## config.mk

```make
export PLATFORM = sky130hd
export DESIGN_NAME = door_vibration_alarm_controller
export DESIGN_NICKNAME = d
export VERILOG_FILES = /design/src/rtl/core/dva_pkg.sv /design/src/rtl/core/dva_step.sv /design/src/rtl/core/door_vibration_alarm_controller.sv
export VERILOG_INCLUDE_DIRS = /design/src /design/src/rtl/core
export SDC_FILE = /design/constraint.sdc
export NUM_CORES = 1
export LEC_CHECK = 0
export ABC_AREA = 1
export BUFFER_PORTS_ARGS = -buffer_cell sky130_fd_sc_hd__buf_2
export CAP_MARGIN = 20
export CORE_ASPECT_RATIO = 0.9
export CORE_MARGIN = 2
export CORE_UTILIZATION = 32
export DETAILED_ROUTE_END_ITERATION = 7
export GPL_TIMING_DRIVEN = 0
export PLACE_DENSITY = 0.49
export SYNTH_ARGS = -nofsm -noshare
export SYNTH_HDL_FRONTEND = slang
export SYNTH_HIERARCHICAL = 1
export SYNTH_SLANG_ARGS = --single-unit
```

## constraint.sdc

```tcl
create_clock -name clk -period 5.1 [get_ports clk]
set_clock_uncertainty 0.15 [all_clocks]
set_input_delay 1.02 -clock clk [delete_from_list [all_inputs] [get_ports clk]]
set_output_delay 1.02 -clock clk [all_outputs]
set_load 0.05 [all_outputs]
```

## src/rtl/core/door_vibration_alarm_controller_defines.svh

```systemverilog
// Assertion macros shared by the RTL of the door and vibration alarm controller.
// Each macro expects a clock named clk and an active-low reset named rst_n in scope.
`ifndef DOOR_VIBRATION_ALARM_CONTROLLER_DEFINES_SVH
`define DOOR_VIBRATION_ALARM_CONTROLLER_DEFINES_SVH

// Same-cycle implication, checked outside reset
`define DVA_ASSERT_NOW(label, ante, cons) \
    label: assert property (@(posedge clk) disable iff (!rst_n) (ante) |-> (cons)) \
        else $error("dva same-cycle check failed");

// Next-cycle implication, checked outside reset
`define DVA_ASSERT_NEXT(label, ante, cons) \
    label: assert property (@(posedge clk) disable iff (!rst_n) (ante) |=> (cons)) \
        else $error("dva next-cycle check failed");

`endif

```

## src/rtl/core/dva_pkg.sv

```systemverilog
`timescale 1ns / 1ps

package dva_pkg;

    // Command codes
    localparam logic [2:0] CMD_HALL    = 3'd0;
    localparam logic [2:0] CMD_VIB     = 3'd1;
    localparam logic [2:0] CMD_ARM     = 3'd2;
    localparam logic [2:0] CMD_DISARM  = 3'd3;
    localparam logic [2:0] CMD_RESET   = 3'd4;
    localparam logic [2:0] CMD_TICK    = 3'd5;

    // Magnet sensor actions
    localparam logic [1:0] HALL_CLOSE  = 2'd1;
    localparam logic [1:0] HALL_AWAY   = 2'd2;

    // Door states
    localparam logic [1:0] DOOR_UNKNOWN = 2'd0;
    localparam logic [1:0] DOOR_CLOSED  = 2'd1;
    localparam logic [1:0] DOOR_OPEN    = 2'd2;

    // Guard modes
    localparam logic [1:0] MODE_DISARMED = 2'd0;
    localparam logic [1:0] MODE_ARMED    = 2'd1;
    localparam logic [1:0] MODE_ALARM    = 2'd2;

    // Cause flags
    localparam logic [1:0] CAUSE_DOOR = 2'b01;
    localparam logic [1:0] CAUSE_VIB  = 2'b10;

    // LED bits
    localparam logic [4:0] LED_CLOSED = 5'h01;
    localparam logic [4:0] LED_OPEN   = 5'h02;
    localparam logic [4:0] LED_VIB    = 5'h04;
    localparam logic [4:0] LED_GUARD  = 5'h08;
    localparam logic [4:0] LED_ALERT  = 5'h10;

    typedef struct packed {
        logic [2:0] command;
        logic [1:0] hall_event;
        logic       quake_seen;
        logic       beeper_free;
    } item_t;

    typedef struct packed {
        logic [1:0] door_status;
        logic       door_moved;
        logic       quake_pending;
        logic [7:0] quake_counter;
        logic [1:0] guard_state;
        logic [1:0] cause_flags;
        logic       beep_owed;
    } state_t;

    typedef struct packed {
        logic       command_ok;
        logic [4:0] led_pattern;
        logic       beep_start;
        logic [1:0] guard_mode;
        logic [1:0] door_now;
        logic [1:0] alarm_cause;
        logic [7:0] quake_total;
    } result_t;

endpackage

```

## src/rtl/core/dva_step.sv

```systemverilog
`timescale 1ns / 1ps

// Single-pass update: one word against the current state gives the next
// state and the result word.
module dva_step (
    input  dva_pkg::item_t   item,
    input  dva_pkg::state_t  state_cur,
    output dva_pkg::state_t  state_next,
    output dva_pkg::result_t result
);

    always_comb
    begin
        logic [1:0] door_new;
        logic       ok;
        logic [4:0] leds;
        logic       beep;
        dva_pkg::state_t st;

        st       = state_cur;
        ok       = 1'b1;
        leds     = 5'd0;
        beep     = 1'b0;
        door_new = state_cur.door_status;

        case (item.command)
            dva_pkg::CMD_HALL:
            begin
                if (item.hall_event == dva_pkg::HALL_CLOSE)
                begin
                    door_new = dva_pkg::DOOR_CLOSED;
                end
                else if (item.hall_event == dva_pkg::HALL_AWAY)
                begin
                    door_new = dva_pkg::DOOR_OPEN;
                end
                if (door_new != state_cur.door_status)
                begin
                    st.door_status = door_new;
                    st.door_moved  = 1'b1;
                end
            end
            dva_pkg::CMD_VIB:
            begin
                if (item.quake_seen)
                begin
                    st.quake_pending = 1'b1;
                    st.quake_counter = state_cur.quake_counter + 8'd1;
                end
            end
            dva_pkg::CMD_ARM, dva_pkg::CMD_RESET:
            begin
                // arm needs no alarm; reset-alarm needs the alarm; both need a closed door
                if (((item.command == dva_pkg::CMD_ARM)
                        == (state_cur.guard_state == dva_pkg::MODE_ALARM))
                    || state_cur.door_status != dva_pkg::DOOR_CLOSED)
                begin
                    ok = 1'b0;
                end
                else
                begin
                    st.guard_state   = dva_pkg::MODE_ARMED;
                    st.cause_flags   = 2'b00;
                    st.beep_owed     = 1'b0;
                    st.door_moved    = 1'b0;
                    st.quake_pending = 1'b0;
                end
            end
            dva_pkg::CMD_DISARM:
            begin
                st.guard_state   = dva_pkg::MODE_DISARMED;
                st.cause_flags   = 2'b00;
                st.beep_owed     = 1'b0;
                st.door_moved    = 1'b0;
                st.quake_pending = 1'b0;
            end
            dva_pkg::CMD_TICK:
            begin
                if (state_cur.door_status == dva_pkg::DOOR_CLOSED)
                begin
                    leds = leds | dva_pkg::LED_CLOSED;
                end
                else if (state_cur.door_status == dva_pkg::DOOR_OPEN)
                begin
                    leds = leds | dva_pkg::LED_OPEN;
                end

                // raise alarm on door opening or pending vibration while guarding
                if (state_cur.guard_state != dva_pkg::MODE_DISARMED)
                begin
                    if (state_cur.door_moved
                        && state_cur.door_status == dva_pkg::DOOR_OPEN)
                    begin
                        if (st.guard_state != dva_pkg::MODE_ALARM)
                        begin
                            st.guard_state = dva_pkg::MODE_ALARM;
                            st.beep_owed   = 1'b1;
                        end
                        st.cause_flags = st.cause_flags | dva_pkg::CAUSE_DOOR;
                    end
                    if (state_cur.quake_pending)
                    begin
                        if (st.guard_state != dva_pkg::MODE_ALARM)
                        begin
                            st.guard_state = dva_pkg::MODE_ALARM;
                            st.beep_owed   = 1'b1;
                        end
                        st.cause_flags = st.cause_flags | dva_pkg::CAUSE_VIB;
                    end
                end
                st.door_moved    = 1'b0;
                st.quake_pending = 1'b0;

                // one beep per alarm, when the beeper can take it
                if (st.guard_state == dva_pkg::MODE_ALARM && st.beep_owed
                    && item.beeper_free)
                begin
                    beep         = 1'b1;
                    st.beep_owed = 1'b0;
                end

                if ((st.cause_flags & dva_pkg::CAUSE_VIB) != 2'b00)
                begin
                    leds = leds | dva_pkg::LED_VIB;
                end
                if (st.guard_state == dva_pkg::MODE_ARMED)
                begin
                    leds = leds | dva_pkg::LED_GUARD;
                end
                else if (st.guard_state == dva_pkg::MODE_ALARM)
                begin
                    leds = leds | dva_pkg::LED_ALERT;
                end
            end
            default:
            begin
                // unused codes change nothing
            end
        endcase

        state_next         = st;
        result.command_ok  = ok;
        result.led_pattern = leds;
        result.beep_start  = beep;
        result.guard_mode  = st.guard_state;
        result.door_now    = st.door_status;
        result.alarm_cause = st.cause_flags;
        result.quake_total = st.quake_counter;
    end

endmodule

```

## src/rtl/core/door_vibration_alarm_controller.sv

```systemverilog
// Door and vibration alarm controller. Each input word carries one command
// (hall event, vibration event, arm, disarm, reset alarm, tick) and yields
// exactly one result word with the command status, the LED pattern and beep
// request on a tick, and the guard, door, cause and vibration-count state after
// the command. A word is taken every clock cycle when the output side keeps up;
// each word passes through the input register and then the result register,
// and the state update for a word is done combinationally between them.
// Both channels are valid/ready; the block holds at most two words.
`timescale 1ns / 1ps
`include "door_vibration_alarm_controller_defines.svh"

module door_vibration_alarm_controller (
    input  logic       clk,
    input  logic       rst_n,
    input  logic       in_valid,
    output logic       in_ready,
    input  logic [2:0] command,
    input  logic [1:0] hall_event,
    input  logic       quake_seen,
    input  logic       beeper_free,
    output logic       out_valid,
    input  logic       out_ready,
    output logic       command_ok,
    output logic [4:0] led_pattern,
    output logic       beep_start,
    output logic [1:0] guard_mode,
    output logic [1:0] door_now,
    output logic [1:0] alarm_cause,
    output logic [7:0] quake_total
);

    logic             item_valid_reg;
    dva_pkg::item_t   item_reg;
    logic             out_valid_reg;
    dva_pkg::result_t result_reg;
    dva_pkg::result_t result_next;
    dva_pkg::state_t  state_reg;
    dva_pkg::state_t  state_next;
    logic             advance;

    // Word moves from input register to result register
    assign advance  = item_valid_reg && (!out_valid_reg || out_ready);
    assign in_ready = !item_valid_reg || advance;

    // Input register
    always_ff @(posedge clk or negedge rst_n)
    begin
        if (!rst_n)
        begin
            item_valid_reg <= 1'b0;
        end
        else if (in_ready)
        begin
            item_valid_reg <= in_valid;
        end
    end

    always_ff @(posedge clk)
    begin
        if (in_valid && in_ready)
        begin
            item_reg.command     <= command;
            item_reg.hall_event  <= hall_event;
            item_reg.quake_seen  <= quake_seen;
            item_reg.beeper_free <= beeper_free;
        end
    end

    dva_step u_step (
        .item       (item_reg),
        .state_cur  (state_reg),
        .state_next (state_next),
        .result     (result_next)
    );

    // Controller state
    always_ff @(posedge clk or negedge rst_n)
    begin
        if (!rst_n)
        begin
            state_reg.door_status   <= dva_pkg::DOOR_UNKNOWN;
            state_reg.door_moved    <= 1'b0;
            state_reg.quake_pending <= 1'b0;
            state_reg.quake_counter <= 8'd0;
            state_reg.guard_state   <= dva_pkg::MODE_DISARMED;
            state_reg.cause_flags   <= 2'b00;
            state_reg.beep_owed     <= 1'b0;
        end
        else if (advance)
        begin
            state_reg <= state_next;
        end
    end

    // Result register
    always_ff @(posedge clk or negedge rst_n)
    begin
        if (!rst_n)
        begin
            out_valid_reg <= 1'b0;
        end
        else if (advance)
        begin
            out_valid_reg <= 1'b1;
        end
        else if (out_ready)
        begin
            out_valid_reg <= 1'b0;
        end
    end

    always_ff @(posedge clk)
    begin
        if (advance)
        begin
            result_reg <= result_next;
        end
    end

    assign out_valid   = out_valid_reg;
    assign command_ok  = result_reg.command_ok;
    assign led_pattern = result_reg.led_pattern;
    assign beep_start  = result_reg.beep_start;
    assign guard_mode  = result_reg.guard_mode;
    assign door_now    = result_reg.door_now;
    assign alarm_cause = result_reg.alarm_cause;
    assign quake_total = result_reg.quake_total;

    // Checks
    `DVA_ASSERT_NOW(a_beep_only_in_alarm, out_valid_reg && result_reg.beep_start, result_reg.guard_mode == dva_pkg::MODE_ALARM)
    `DVA_ASSERT_NOW(a_alarm_led_matches_mode, out_valid_reg && result_reg.led_pattern[4], result_reg.guard_mode == dva_pkg::MODE_ALARM)
    `DVA_ASSERT_NOW(a_full_stall_blocks_input, item_valid_reg && out_valid_reg && !out_ready, !in_ready)
    `DVA_ASSERT_NEXT(a_counter_steps_by_one, advance, (state_reg.quake_counter == $past(state_reg.quake_counter)) || (state_reg.quake_counter == $past(state_reg.quake_counter) + 8'd1))

endmodule

```

==> Yosys cells after proc, flatten, opt, wreduce, memory -nomap -nowiden <==
Index checks and enable logic that the tools add are counted.
{ "word_totals": {"register_bits": 47, "inputBits": 11, "out_inout_bits": 23} }
{ "op_classes": {"n_addsub": 1, "n_eq_ne": 20, "mux": 32, "reduce_logical": 21} }
{ "op_table": {"columns": ["cell", "n"], "rows": [
  ["$mux W5", 9],
  ["$mux W2", 9],
  ["$pmux W5 S3", 1],
  ["$mux W9", 1],
  ["$reduce_bool A3 Y1", 3],
  ["$add A8 B1 Y8 const B", 1],
  ["$eq A2 B2 Y1 const B", 4],
  ["$mux W8", 1],
  ["$ne A2 B2 Y1 const B", 4],
  ["$reduce_and A4 Y1", 2],
  ["$mux W1", 7],
  ["$eq A2 B1 Y1 const B", 3],
  ["$eq A3 B2 Y1 const B", 2],
  ["$eq A3 B3 Y1 const B", 2],
  ["$mux W3", 2],
  ["$pmux W1 S3", 2],
  ["$logic_and A1 B1 Y1", 5],
  ["$ne A2 B1 Y1 const B", 2],
  ["$reduce_bool A2 Y1", 2],
  ["$reduce_or A2 Y1", 2],
  ["$eq A3 B1 Y1 const B", 1],
  ["$logic_not A3 Y1", 1],
  ["$logic_or A1 B1 Y1", 3],
  ["$reduce_and A3 Y1", 1],
  ["3 further kinds", 4]
]} }

==> Depth between registers and ports, before layout <==
{ "depth": {"depth_word": 15, "mapped_depth": 12} }

==> Modules after synthesis <==
Netlist, hierarchy kept.
{ "by_module_without_submodules": {"columns": ["mod", "instances", "cells_per_inst", "area_per_inst_um2", "seq_area_each_um2"], "rows": [
  ["door_vibration_alarm_controller", 1, 111, 1641.6, 1316.3],
  ["dva_step", 1, 132, 709.4, 0.0]
]} }

==> Worst setup path before layout <==
Ideal clock, no wire load.
{ "synth_timing": {"path_type": "input-to-output", "from": "input out_ready", "to": "output in_ready", "arrival_time_ps": 1491, "setup_slack_ps": 2439, "path_stages": 2, "cell_sequence": "inv_2 -> nand3_1"} }
{ "synth_via": {"elab_chain_cells": 3} }
{ "synth_rtl": {"columns": ["item", "line", "text"], "rows": [
  ["start: declaration", "door_vibration_alarm_controller.sv:22", "input logic out_ready,"],
  ["$logic_or A1 B1 Y1", "door_vibration_alarm_controller.sv:42", "assign advance = item_valid_reg && (!out_valid_reg || out_ready);"],
  ["$logic_and A1 B1 Y1", "door_vibration_alarm_controller.sv:42", null],
  ["$logic_or A1 B1 Y1", "door_vibration_alarm_controller.sv:43", "assign in_ready = !item_valid_reg || advance;"],
  ["end: declaration", "door_vibration_alarm_controller.sv:16", "output logic in_ready,"]
]} }
Every way passes these cells.

==> Worst setup path after layout <==
Ends and elaborated chain as after synthesis.

==> run summary <==
TritonCTS Buffers = 5
# Post-CTS Setup Buffers = 0
Clock Pin Slew Worst Setup and Hold Paths = 80 ps
Max transition margin = 0.372
antenna violations before repair = 0
Non-Filler Instances = 377
router iterations before antenna repair = 4
simple-gate share of the synthesized area = 0.285
Crit Path Class = input port to primary output
Num Clock Sinks = 47
overall power = 1030 uW
first-pass GRT wire length = 7700 um
placed insts = 369
Compound-Gate Fraction of Synth Area = 0.0271
final hold vios = 0
FP Rows = 29
Worst-Skew Late Latency = 300 ps
Seq/Total Area, Yosys = 0.560
Worst path max stage delay = 280 ps
Area Overhead vs Synth = 15.4%
number of top-level pins = 34
Leak Pwr = 0.00130 uW
Wirelength per Cell = 12.7 um
CP startpoint = out_ready
Slowest-stage cell, CP = buf_2
Root Driver = clkbuf_8
via total after detailed routing = 1,657
Die Ht = 85.3 um
TritonCTS clock tree = yes
max-cap violation count = 0
largest family of logic cells by synthesized area = simple AND/OR/NAND/NOR gates
routability cong. = 0.748
Yosys cell types = 31
Worst Path Required = 3930 ps
pin count of the biggest net entering global routing = 22
hold_buf cts = 0
Hold Startpoint = state_reg[14]$_DFFE_PN0P_
worst-path maximum fanout = 3
Place WS = 2260 ps
Post-DP Area = 2630 sq um
Peak VDD IR = 176 uV
Syn Area/Cell = 9.67 sq um
number of I/O port buffers = 33
die area = 8050 sq um
max-slew violation count = 0
total wire length = 4790 um
layout cell share with drive strength beyond 1 = 0.285
grt ovf = 0
max reg flops = 17
Synth Area in Adders = 0.00532
vias in the first global route = 1,501
H-tree depth = 2
Iter 0 DRT Violations = 78
diodes inserted = 0
cell mode on critical path = buf_2
Critical Path Start Type = input port
Arrival @ worst endpoint = 1550 ps
syn_nets = 255
CTS Buffer Depth = 2
Initial Util = 0.332
crit-path cells = buf_2 -> inv_2 -> nand3_1 -> buf_2
nets@finish = 295
Via density = 4.40
Synth Area in XOR/XNOR = 0.0149
minimum clock period = 2720 ps
# setup viols final = 0
gr usage total = 0.128
Die W = 94.4 um
DRT antenna net count = 0
period utilization = 0.532
pwr dens = 378 nW/um^2
RSZ-0062 raised after global routing = no
post-synthesis cell count = 243
FILL cells = 743
Core Region = 7080 sq um
final setup margin = 2380 ps
status = completed
post-synthesis mux area share = 0
Yosys warning count = 6
CP endpoint kind = primary output
hold crit path type = register to register
HPWL Detailed = 3350 um
Design Area, Final = 2710 sq um
DRC violations left = 0
FF+latch count, synth = 47
worst-margin pin slew = 941 ps
Final TNS setup = 0 ps
Resized Gates After CTS = 0
mapped cell area = 2350 sq um
RR Startpoint = out_valid$_DFFE_PN0P_
f_max = 368 MHz
-- through the flow --
step,hold slack [ps],util
after global routing,374,0.384
after CTS,359,0.384
after global placement,338,0.372
final,357,0.384
after detailed placement,336,0.372
after floorplan,309,-
-- metal layers --
metal | global-route usage | vias to the layer above | wire length (um)
met5 | 0 | - | 0
met4 | 0.0435 | 0 | 68
met3 | 0.0266 | 6 | 159
met2 | 0.186 | 29 | 2050
met1 | 0.191 | 763 | 2510
li1 | - | 859 | -
-- cells in the mapped netlist (all sizes together) --
| master | count | area share |
|---|---|---|
| nand2 | 74 | 0.13 |
| nand3 | 36 | 0.089 |
| edfxtp | 28 | 0.36 |
| inv | 27 | 0.043 |
| dfrtp | 19 | 0.20 |
| buf | 18 | 0.064 |
| nor2 | 16 | 0.027 |
| a21oi | 4 | 0.0085 |
| nand4 | 4 | 0.020 |
| nor3 | 3 | 0.0064 |
| o21ai | 3 | 0.0064 |
| xnor2 | 3 | 0.011 |
| a21o | 1 | 0.0032 |
| ha | 1 | 0.0053 |
| nand3b | 1 | 0.0032 |
| nor3b | 1 | 0.0053 |
| o21a | 1 | 0.0032 |
| o21bai | 1 | 0.0032 |
| o22ai | 1 | 0.0027 |
| xor2 | 1 | 0.0037 |
-- report_power, final --
part           internal [uW]  switching, uW  leakage (uW)
Clock                   94.5            122     0.0000426
Sequential               468           38.2      0.000533
Combinational           91.2            212      0.000730
Total                    653            372       0.00130
-- area by class of cell --
type | count | area [sq um] | area share
inverters | 27 | 101 | 0.0373
clock buffers | 6 | 72.6 | 0.0267
flip-flops and latches | 47 | 1320 | 0.485
well taps | 93 | 116 | 0.0429
multi-input cells | 151 | 782 | 0.288
repair buffers | 33 | 165 | 0.0609
plain buffers | 18 | 151 | 0.0558
clock inverters | 2 | 8.76 | 0.00323
-- critical path: cells and delay by family --
family / cells / cell delay, ps
buffers and inverters: 3 / 410
and+or+nand+nor: 1 / 100
-- cell families after synthesis --
kind of cell	after synthesis
XOR/XNOR	4
AO/OA/AOI/OAI	11
AND/OR/NAND/NOR	135
buffers and inverters	45
adder cells (fa/ha/maj)	1
flip-flops	47
-- path summary, 6_finish.rpt --
kind | end | slack, ps | depth (start not counted)
worst max-delay path | in_ready | 2380 | 4
worst min-delay path | state_reg[14]$_DFFE_PN0P_ | 360 | 2
worst max register to register | alarm_cause[1]$_DFFE_PP_ | 3010 | 4
worst min register to register | state_reg[14]$_DFFE_PN0P_ | 360 | 2
max in group asynchronous | state_reg[8]$_DFFE_PN0P_ | 3970 | 1
min in group asynchronous | state_reg[6]$_DFFE_PN0P_ | 510 | 1
-- cell usage in the layout, fill, tap and decap left out, types with 2 or more instances in the layout --
cell type and count:
buf_4 16, nor2_1 15, o21ai_0 2, nor3_1 3, a21oi_1 4, nand3_2 6, inv_2 6, xnor2_1 3
nand2_1 66, nand4_1 2, dfrtp_1 19, edfxtp_1 28, inv_1 21, buf_2 33, nand3_1 30, clkbuf_8 5
nand2_2 6
Note: power is estimated with default switching activity, not from simulation.
